$ cat config.mk
export PLATFORM = sky130hd
export DESIGN_NAME = i2c_master_byte_engine
export DESIGN_NICKNAME = d
export VERILOG_FILES = /design/src/rtl/i2cm_pkg.sv /design/src/rtl/i2c_master_byte_engine.sv /design/src/rtl/i2cm_front.sv /design/src/rtl/i2cm_back.sv
export SDC_FILE = /design/constraint.sdc
export NUM_CORES = 1
export LEC_CHECK = 0
export ABC_CLOCK_PERIOD_IN_PS = 3650
export BUFFER_PORTS_ARGS = -buffer_cell sky130_fd_sc_hd__buf_2
export CAP_MARGIN = 20
export CORE_AREA = 3 3 212 110
export CTS_BUF_LIST = sky130_fd_sc_hd__clkbuf_4 sky130_fd_sc_hd__clkbuf_8
export CTS_CLUSTER_SIZE = 8
export DETAILED_ROUTE_END_ITERATION = 16
export DIE_AREA = 0 0 215 113
export PLACE_DENSITY = 0.66
export SLEW_MARGIN = 10
export SYNTH_ARGS = -nofsm -noshare
export SYNTH_HDL_FRONTEND = slang
export SYNTH_HIERARCHICAL = 1
export SYNTH_SLANG_ARGS = --single-unit
$ cat constraint.sdc
create_clock -name clk -period 3.65 [get_ports clk]
set_input_delay 0.5475 -clock clk [delete_from_list [all_inputs] [get_ports clk]]
set_output_delay 0.5475 -clock clk [all_outputs]
set_load 0.02 [all_outputs]
$ cat src/rtl/i2cm_pkg.sv
// Package for the I2C master byte engine: item, result and configuration types,
// command codes and constants. It depends on nothing else.
package i2cm_pkg;

	// Raw input item as it arrives on the push side.
	typedef struct packed {
		logic [2:0] action;
		logic [7:0] data_byte;
		logic       ack_after_read;
		logic       sda_in;
	} item_t;

	// Result item as it leaves on the pop side.
	typedef struct packed {
		logic       scl_level;
		logic       sda_level;
		logic       busy_res;
		logic       done_res;
		logic [1:0] status;
		logic [7:0] read_data;
	} result_t;

	// Action codes of the input item.
	localparam logic [2:0] ACT_START = 3'd1;
	localparam logic [2:0] ACT_WRITE = 3'd2;
	localparam logic [2:0] ACT_READ  = 3'd3;
	localparam logic [2:0] ACT_STOP  = 3'd4;

	// Decoded command carried from the front part to the back part.
	typedef enum logic [2:0] {
		CMD_NONE,
		CMD_START,
		CMD_WRITE,
		CMD_READ,
		CMD_STOP
	} cmd_t;

	// Classified item held in the queue between front and back.
	typedef struct packed {
		cmd_t       cmd;
		logic [7:0] data_byte;
		logic       ack_after_read;
		logic       sda_in;
	} op_t;

	// Configuration registers as seen by the bit engine.
	typedef struct packed {
		logic [15:0] delay_ticks;
		logic [7:0]  ack_wait_limit;
	} cfg_t;

	// Status codes.
	localparam logic [1:0] ST_OK        = 2'd0;
	localparam logic [1:0] ST_BUS_BUSY  = 2'd1;
	localparam logic [1:0] ST_START_ERR = 2'd2;
	localparam logic [1:0] ST_NO_ACK    = 2'd3;

	// Register indexes (taken from paddr[2]).
	localparam logic REG_DELAY    = 1'b0;
	localparam logic REG_ACK_WAIT = 1'b1;

	localparam logic [15:0] DELAY_RESET    = 16'd1;
	localparam logic [7:0]  ACK_WAIT_RESET = 8'd10;

	// Bits in one byte on the bus.
	localparam logic [3:0] BITS_PER_BYTE = 4'd8;

	// Depth of the queues and width of their pointers.
	localparam int QDEPTH = 2;
	localparam int QPTR_W = $clog2(QDEPTH);
	localparam int QCNT_W = $clog2(QDEPTH + 1);

endpackage

$ cat src/rtl/i2c_master_byte_engine.sv
// I2C master byte engine: one result item for every timing-tick item.
// A pushed item is registered in the front queue, and the sequencer step that it
// drives is then written into the result queue; each side has a two-entry queue.
// Throughput: one item per cycle while the result queue has room or is popped.
// Reset (arst_n low) empties both queues, releases SCL and SDA, sets the engine
// idle and restores delay_ticks to 1 and ack_wait_limit to 10.
module i2c_master_byte_engine import i2cm_pkg::*; (
	input  logic        clk,
	input  logic        arst_n,
	input  logic        push,
	output logic        full,
	input  item_t       item,
	output logic        empty,
	input  logic        pop,
	output result_t     result,
	input  logic        psel,
	input  logic        penable,
	input  logic        pwrite,
	input  logic [2:0]  paddr,
	input  logic [31:0] pwdata,
	output logic [31:0] prdata,
	output logic        pready
);

	cfg_t cfg_q;
	logic op_valid;
	logic deq;
	op_t  op;
	logic wr_en;

	// Configuration registers; the low address bits select nothing.
	assign pready = 1'b1;
	assign wr_en  = psel && penable && pwrite && pready;

	always_ff @(posedge clk or negedge arst_n) begin
		if (!arst_n) begin
			cfg_q.delay_ticks    <= DELAY_RESET;
			cfg_q.ack_wait_limit <= ACK_WAIT_RESET;
		end else if (wr_en) begin
			unique case (paddr[2])
				REG_DELAY:    cfg_q.delay_ticks    <= pwdata[15:0];
				REG_ACK_WAIT: cfg_q.ack_wait_limit <= pwdata[7:0];
				default:      cfg_q <= cfg_q;
			endcase
		end
	end

	always_comb begin
		unique case (paddr[2])
			REG_DELAY:    prdata = {16'd0, cfg_q.delay_ticks};
			REG_ACK_WAIT: prdata = {24'd0, cfg_q.ack_wait_limit};
			default:      prdata = '0;
		endcase
	end

	i2cm_front u_front (
		.clk      (clk),
		.arst_n   (arst_n),
		.push     (push),
		.full     (full),
		.item     (item),
		.deq      (deq),
		.op_valid (op_valid),
		.op       (op)
	);

	i2cm_back u_back (
		.clk      (clk),
		.arst_n   (arst_n),
		.cfg      (cfg_q),
		.op_valid (op_valid),
		.op       (op),
		.deq      (deq),
		.empty    (empty),
		.pop      (pop),
		.result   (result)
	);

endmodule

$ cat src/rtl/i2cm_front.sv
// Front part of the I2C master byte engine: accepts input items, decodes the
// action code and holds the classified items in a short queue. Uses i2cm_pkg.
module i2cm_front import i2cm_pkg::*; (
	input  logic    clk,
	input  logic    arst_n,
	input  logic    push,
	output logic    full,
	input  item_t   item,
	input  logic    deq,
	output logic    op_valid,
	output op_t     op
);

	op_t               mem_q [QDEPTH];
	logic [QPTR_W-1:0] wr_ptr_q;
	logic [QPTR_W-1:0] rd_ptr_q;
	logic [QCNT_W-1:0] cnt_q;
	op_t               op_new;
	logic              do_push;
	logic              do_pop;

	// Classify the action; unknown codes behave as a plain tick.
	always_comb begin
		op_new.data_byte      = item.data_byte;
		op_new.ack_after_read = item.ack_after_read;
		op_new.sda_in         = item.sda_in;
		unique case (item.action)
			ACT_START: op_new.cmd = CMD_START;
			ACT_WRITE: op_new.cmd = CMD_WRITE;
			ACT_READ:  op_new.cmd = CMD_READ;
			ACT_STOP:  op_new.cmd = CMD_STOP;
			default:   op_new.cmd = CMD_NONE;
		endcase
	end

	assign full     = (cnt_q == QCNT_W'(QDEPTH));
	assign op_valid = (cnt_q != '0);
	assign op       = mem_q[rd_ptr_q];
	assign do_push  = push && !full;
	assign do_pop   = deq && op_valid;

	// Queue storage.
	always_ff @(posedge clk) begin
		if (do_push) begin
			mem_q[wr_ptr_q] <= op_new;
		end
	end

	// Queue pointers and fill count.
	always_ff @(posedge clk or negedge arst_n) begin
		if (!arst_n) begin
			wr_ptr_q <= '0;
			rd_ptr_q <= '0;
			cnt_q    <= '0;
		end else begin
			if (do_push) begin
				wr_ptr_q <= wr_ptr_q + 1'b1;
			end
			if (do_pop) begin
				rd_ptr_q <= rd_ptr_q + 1'b1;
			end
			cnt_q <= cnt_q + QCNT_W'(do_push) - QCNT_W'(do_pop);
		end
	end

endmodule

$ cat src/rtl/i2cm_back.sv
// Back part of the I2C master byte engine: the SCL/SDA phase sequencer that
// runs one tick per item, and the result queue. Uses i2cm_pkg.
module i2cm_back import i2cm_pkg::*; (
	input  logic    clk,
	input  logic    arst_n,
	input  cfg_t    cfg,
	input  logic    op_valid,
	input  op_t     op,
	output logic    deq,
	output logic    empty,
	input  logic    pop,
	output result_t result
);

	typedef enum logic [4:0] {
		PH_IDLE, PH_S0, PH_S1, PH_P0, PH_P1, PH_P2,
		PH_W0, PH_W1, PH_W2, PH_W3, PH_W4, PH_W5, PH_W6,
		PH_R0, PH_R1, PH_R2, PH_R3, PH_R4, PH_R5
	} phase_t;

	phase_t      ph_q, ph_d;
	logic [3:0]  bit_q, bit_d, bit_inc;
	logic [7:0]  shift_q, shift_d;
	logic [15:0] dly_q, dly_d, dly_dec, dly_load;
	logic [7:0]  awc_q, awc_d;
	logic        scl_q, scl_d;
	logic        sda_q, sda_d;
	logic        ackl_q, ackl_d;
	logic        nak_q, nak_d;
	logic [1:0]  st_q, st_d;
	logic [7:0]  rd_q, rd_d;
	logic        done_d;
	result_t     res_d;

	result_t           mem_q [QDEPTH];
	logic [QPTR_W-1:0] wr_ptr_q;
	logic [QPTR_W-1:0] rd_ptr_q;
	logic [QCNT_W-1:0] cnt_q;
	logic              do_pop;

	assign dly_load = (cfg.delay_ticks == '0) ? 16'd1 : cfg.delay_ticks;
	assign dly_dec  = (dly_q != '0) ? dly_q - 16'd1 : dly_q;
	assign bit_inc  = bit_q + 4'd1;

	// One tick of the sequencer: start a command when idle, else count down
	// the bus delay and take the next phase step when it runs out.
	always_comb begin
		ph_d    = ph_q;
		bit_d   = bit_q;
		shift_d = shift_q;
		dly_d   = dly_q;
		awc_d   = awc_q;
		scl_d   = scl_q;
		sda_d   = sda_q;
		ackl_d  = ackl_q;
		nak_d   = nak_q;
		st_d    = st_q;
		rd_d    = rd_q;
		done_d  = 1'b0;
		if (ph_q == PH_IDLE) begin
			if (op.cmd != CMD_NONE) begin
				bit_d = '0;
				awc_d = '0;
				nak_d = 1'b0;
				dly_d = dly_load;
				unique case (op.cmd)
					CMD_START: begin
						scl_d = 1'b1;
						sda_d = 1'b1;
						ph_d  = PH_S0;
					end
					CMD_WRITE: begin
						shift_d = op.data_byte;
						scl_d   = 1'b0;
						ph_d    = PH_W0;
					end
					CMD_READ: begin
						ackl_d  = op.ack_after_read;
						shift_d = '0;
						scl_d   = 1'b0;
						sda_d   = 1'b1;
						ph_d    = PH_R0;
					end
					CMD_STOP: begin
						scl_d = 1'b0;
						sda_d = 1'b0;
						ph_d  = PH_P0;
					end
					default: ph_d = PH_IDLE;
				endcase
			end
		end else begin
			dly_d = dly_dec;
			if (dly_dec == '0) begin
				dly_d = dly_load;
				unique case (ph_q)
					// Start condition: bus must be free, then SDA must follow.
					PH_S0: begin
						if (!op.sda_in) begin
							ph_d = PH_IDLE; st_d = ST_BUS_BUSY; done_d = 1'b1;
						end else begin
							sda_d = 1'b0; ph_d = PH_S1;
						end
					end
					PH_S1: begin
						if (op.sda_in) begin
							ph_d = PH_IDLE; st_d = ST_START_ERR; done_d = 1'b1;
						end else begin
							scl_d = 1'b0; ph_d = PH_IDLE; st_d = ST_OK; done_d = 1'b1;
						end
					end
					// Stop condition.
					PH_P0: begin
						scl_d = 1'b1; ph_d = PH_P1;
					end
					PH_P1: begin
						sda_d = 1'b1; ph_d = PH_P2;
					end
					PH_P2: begin
						ph_d   = PH_IDLE;
						st_d   = nak_q ? ST_NO_ACK : ST_OK;
						done_d = 1'b1;
						nak_d  = 1'b0;
					end
					// Byte write, MSB first.
					PH_W0: begin
						sda_d   = shift_q[7];
						shift_d = {shift_q[6:0], 1'b0};
						ph_d    = PH_W1;
					end
					PH_W1: begin
						scl_d = 1'b1; ph_d = PH_W2;
					end
					PH_W2: begin
						scl_d = 1'b0; ph_d = PH_W3;
					end
					PH_W3: begin
						bit_d = bit_inc;
						if (bit_inc < BITS_PER_BYTE) begin
							sda_d   = shift_q[7];
							shift_d = {shift_q[6:0], 1'b0};
							ph_d    = PH_W1;
						end else begin
							sda_d = 1'b1; ph_d = PH_W4;
						end
					end
					PH_W4: begin
						scl_d = 1'b1; ph_d = PH_W5;
					end
					// Acknowledge wait; a timeout falls into a stop sequence.
					PH_W5, PH_W6: begin
						if (!op.sda_in) begin
							scl_d = 1'b0; ph_d = PH_IDLE; st_d = ST_OK; done_d = 1'b1;
						end else if (ph_q == PH_W6) begin
							nak_d = 1'b1;
							scl_d = 1'b0;
							sda_d = 1'b0;
							ph_d  = PH_P0;
						end else if (awc_q >= cfg.ack_wait_limit) begin
							ph_d = PH_W6;
						end else begin
							awc_d = awc_q + 8'd1;
							ph_d  = PH_W5;
						end
					end
					// Byte read, sampled as SCL rises.
					PH_R0: begin
						scl_d   = 1'b1;
						shift_d = {shift_q[6:0], op.sda_in};
						ph_d    = PH_R1;
					end
					PH_R1: begin
						bit_d = bit_inc;
						scl_d = 1'b0;
						ph_d  = (bit_inc < BITS_PER_BYTE) ? PH_R0 : PH_R2;
					end
					PH_R2: begin
						rd_d = shift_q;
						if (ackl_q) begin
							sda_d = 1'b0; ph_d = PH_R3;
						end else begin
							ph_d = PH_R4;
						end
					end
					PH_R4: begin
						sda_d = 1'b1; ph_d = PH_R3;
					end
					PH_R3: begin
						scl_d = 1'b1; ph_d = PH_R5;
					end
					PH_R5: begin
						scl_d = 1'b0; ph_d = PH_IDLE; st_d = ST_OK; done_d = 1'b1;
					end
					default: ph_d = PH_IDLE;
				endcase
			end
		end
	end

	// Result of this tick.
	always_comb begin
		res_d.scl_level = scl_d;
		res_d.sda_level = sda_d;
		res_d.busy_res  = (ph_d != PH_IDLE);
		res_d.done_res  = done_d;
		res_d.status    = st_d;
		res_d.read_data = rd_d;
	end

	// An item is taken when the result queue has room, or frees one now.
	assign do_pop = pop && !empty;
	assign deq    = op_valid && ((cnt_q != QCNT_W'(QDEPTH)) || do_pop);
	assign empty  = (cnt_q == '0);
	assign result = mem_q[rd_ptr_q];

	// Sequencer state.
	always_ff @(posedge clk or negedge arst_n) begin
		if (!arst_n) begin
			ph_q    <= PH_IDLE;
			bit_q   <= '0;
			shift_q <= '0;
			dly_q   <= '0;
			awc_q   <= '0;
			scl_q   <= 1'b1;
			sda_q   <= 1'b1;
			ackl_q  <= 1'b0;
			nak_q   <= 1'b0;
			st_q    <= ST_OK;
			rd_q    <= '0;
		end else if (deq) begin
			ph_q    <= ph_d;
			bit_q   <= bit_d;
			shift_q <= shift_d;
			dly_q   <= dly_d;
			awc_q   <= awc_d;
			scl_q   <= scl_d;
			sda_q   <= sda_d;
			ackl_q  <= ackl_d;
			nak_q   <= nak_d;
			st_q    <= st_d;
			rd_q    <= rd_d;
		end
	end

	// Result queue storage.
	always_ff @(posedge clk) begin
		if (deq) begin
			mem_q[wr_ptr_q] <= res_d;
		end
	end

	// Result queue pointers and fill count.
	always_ff @(posedge clk or negedge arst_n) begin
		if (!arst_n) begin
			wr_ptr_q <= '0;
			rd_ptr_q <= '0;
			cnt_q    <= '0;
		end else begin
			if (deq) begin
				wr_ptr_q <= wr_ptr_q + 1'b1;
			end
			if (do_pop) begin
				rd_ptr_q <= rd_ptr_q + 1'b1;
			end
			cnt_q <= cnt_q + QCNT_W'(deq) - QCNT_W'(do_pop);
		end
	end

endmodule

==> reports/summary.txt <==
Hold WS - 0.284 ns
CP cell instances - inv_1, ha_1, or3b_2, a211o_1, a221oi_1, nand4_1, or2_4, nor2_2, buf_12, mux2_2
Status - finished clean
Hold WC Path Type - input port to register
GRT Overall Usage - 15.9%
Pleak - 0.00385 µW
GP Congestion - 0.866
Detailed Routing Iterations Pass 1 - 5
Worst EP required - 3.85 ns
Nets - 902
Synth Area in Compound Gates - 13.7%
Root Buffer - clkbuf_8
Setup violations, final - 0
Comb pwr share - 43.1%
Fin area - 9160 µm²
Post-synthesis xor/xnor area fraction - 1.76%
Detail Placement HPWL - 13600 µm
Met2 global-route usage - 25.4%
Die Y-Extent - 113 µm
RSZ-0062 raised after global routing - no
Initial antenna violation count - 0
Register area share after synthesis - 47.9%
Total congestion overflow - 0
Setup TNS after final layout - 0 ns
Register bit total from synthesis - 141
Worst-path clk slew - 0.09 ns
Clk_lat worst skew - 0.45 ns
Type of the worst setup path - register to register
Setup crit start kind - register
Portion of netlist area occupied by mux cells - 12.9%
Reg2reg path depth - 10
Synth Area in Simple Gates - 16.1%
Largest net degree at the start of global routing - 47
CP arrival - 3.62 ns
GR Util met3 - 3.89%
Avg Inst Size Synth - 10.6 µm²
Port Buf Inserts - 68
Ant. Diodes - 0
Cell-internal power - 4100 µW
Distinct cells, synth - 81
Main combinational cell family by area after synthesis - simple AND/OR/NAND/NOR gates
Post-synth EDFFs - 54
Post-route setup slack - 0.225 ns
Drt total wl - 19000 µm
Clock network power share - 19.7%
Post-DP Area - 8700 µm²
Yosys warns - 6
Post-Syn Instances - 746
Inserted Clock Buffers - 17
R2R Path End - u_back/mem_q[1][1]
Power per cell area - 756 nW/µm²
Met1 Use GR - 21.9%
Sw Ratio - 40.8%
Seq. cell area - 3800 µm²
First-pass GRT wire length - 31300 µm
R2r setup slk - 0.23 ns
Relative slew slack - 47.7%
H-tree depth - 4
Final core occ - 42.5%
Starting Density - 36.9%
Max-slew violations - 0
Fmax - 292 MHz
Synth async-reset ratio - 61.7%
Io pins - 104
CP Capture Type - register
Drt drc - 0
Remaining antenna violation count - 0
Max-cap violations - 0
Cells taking the most area after synthesis - dfrtp_1, edfxtp_1, mux2_2, mux2_4, a21oi_1
Post-Synth Adder-Cell Area - 2.36%
Final min period - 3.42 ns
Clk buf depth - 2
Die area - 24300 µm²
Synth area leader - dfrtp_1
Synth cell count leaders - dfrtp_1, mux2_2, nand2_1
Yosys top cell area share - 25.8%
RR Startpoint - u_back/dly_q[1]
Clock sink count - 141
Worst-Margin Slew - 0.779 ns
P_sw - 2830 µW
Gr busiest metal - met2
Cell area after synthesis - 7940 µm²
Worst Setup SP - u_back/dly_q[1]
Via count - 6128
Hold Vio Cnt, Final - 0
Setup Buffers After CTS - 0
Vias in the first global route - 6027
Area taken by multi-input logic gates - 3790 µm²
Post-Route Skew - 0.0122 ns
Critical path endpoint - u_back/mem_q[1][1]
Filler cell count - 2073
Horiz. Die Dim - 215 µm
CP Max Fanout - 13
Setup WS pre-CTS - 0.246 ns
CP max-delay cell - or3b_2
CTS tree - yes
Area grow syn2layout - 15.3%
Rows - 38
Top FF cell, synth - dfrtp_1
Drt wl/cell - 16.6 µm
Sequential Power Share - 37.2%
Most common cell in the netlist - dfrtp_1
DR vias/cell - 5.35
CP peak stage delay - 0.47 ns
Initial drt markers - 444
Fin crit share - 93.8%
Share of post-route cells with drive strength above 1 - 28.5%
Max VDD drop - 0.376 mV
CORE AREA - 21500 µm²
==> sequential cells by signal (all words and copies together), names as in the netlist, 4 cells and up <==
| register | count |
|---|---|
| u_front/mem_q | 26 |
| u_back/mem_q | 28 |
| u_back/dly_q | 16 |
| u_back/ph_q | 5 |
| u_back/bit_q | 4 |
| u_back/awc_q | 8 |
| u_back/rd_q | 8 |
| cfg_q | 24 |
| u_back/shift_q | 8 |
==> placed cells by master, fill, tap and decap left out, types with 5 or more instances in the layout <==
master     n
a21oi_1   45
a31oi_1   15
and3_1     5
buf_2     67
buf_4     39
clkbuf_8  17
conb_1    17
dfrtp_1   82
dfstp_2    5
edfxtp_1  54
ha_1      15
inv_1     25
mux2_2    57
mux2_4    19
mux2i_1    5
nand2_1   56
nand2b_1   9
nand3_1   22
nand3b_1   5
nand4_1   14
nor2_1    48
nor2b_1   18
nor3_1    17
nor4_1     9
o21a_1     9
o21ai_0   37
o22ai_1    8
or3_1      6
xnor2_1    8
xor2_1     8
==> worst max-delay path: cells and delay by family (launching register included) <==
family	cells	cell delay (ns)
simple gates	4	1.25
compound gates	2	0.73
flops	1	0.45
mux	1	0.34
buf+inv	2	0.23
fa+ha+maj	1	0.17
==> worst min path at each step <==
stage	slack, ns	cells past startpoint	to	start
after global routing	0.25	1	u_front/mem_q[1][4]	item[4]
after global placement	0.35	1	u_back/st_q[0]	arst_n
final	0.28	1	u_front/mem_q[1][0]	item[0]
after detailed placement	0.35	1	u_back/st_q[0]	arst_n
after CTS	0.26	1	u_front/mem_q[1][5]	item[5]
after floorplan	0.25	0	cfg_q[0]	arst_n
==> per-stage QoR <==
step | power, µW | cells
2_1_floorplan | 4650 | 761
3_3_place_gp | 5480 | 1111
3_5_place_dp | 5560 | 1111
4_1_cts | 6950 | 1144
5_1_grt | 7420 | 1145
6_report | 6930 | 1145
==> layout make-up <==
| class | count | share of cell area (%) |
|---|---|---|
| Multi-Input combinational cell | 538 | 41.4 |
| Clock buffer | 19 | 2.72 |
| Sequential cell | 141 | 41.6 |
| Clock inverter | 13 | 1.98 |
| Timing Repair Buffer | 108 | 7.19 |
| Tap cell | 300 | 4.10 |
| Inverter | 26 | 1.07 |
==> layer usage <==
metal	part of all wire, %	vias to the layer above
met5	0	-
met4	1.4	0
met3	5.9	22
met2	45	191
met1	47	3013
li1	-	2902
==> power groups by stage <==
| stage | sequential, µW | combinational, µW | clock, µW |
|---|---|---|---|
| global route | 2640 | 3300 | 1480 |
| CTS | 2570 | 2980 | 1400 |
| detailed placement | 2600 | 2960 | 0 |
| floorplan | 2430 | 2210 | 0 |
| global placement | 2580 | 2900 | 0 |
| finish | 2570 | 2990 | 1370 |
==> repair_timing <==
item                                    CTS  global route
hold endpoints to repair                  2             0
hold buffers                              1             0
endpoints found under the setup margin    0             8
resized for setup                         0             1
==> logic make-up after synthesis <==
logic type | count (synthesis)
AO/OA/AOI/OAI | 167
multiplexers | 85
flip-flops | 141
adder cells (fa/ha/maj) | 15
other | 2
XOR/XNOR | 16
AND/OR/NAND/NOR | 238
buffers and inverters | 82
Power figures use the tool's default switching activity.
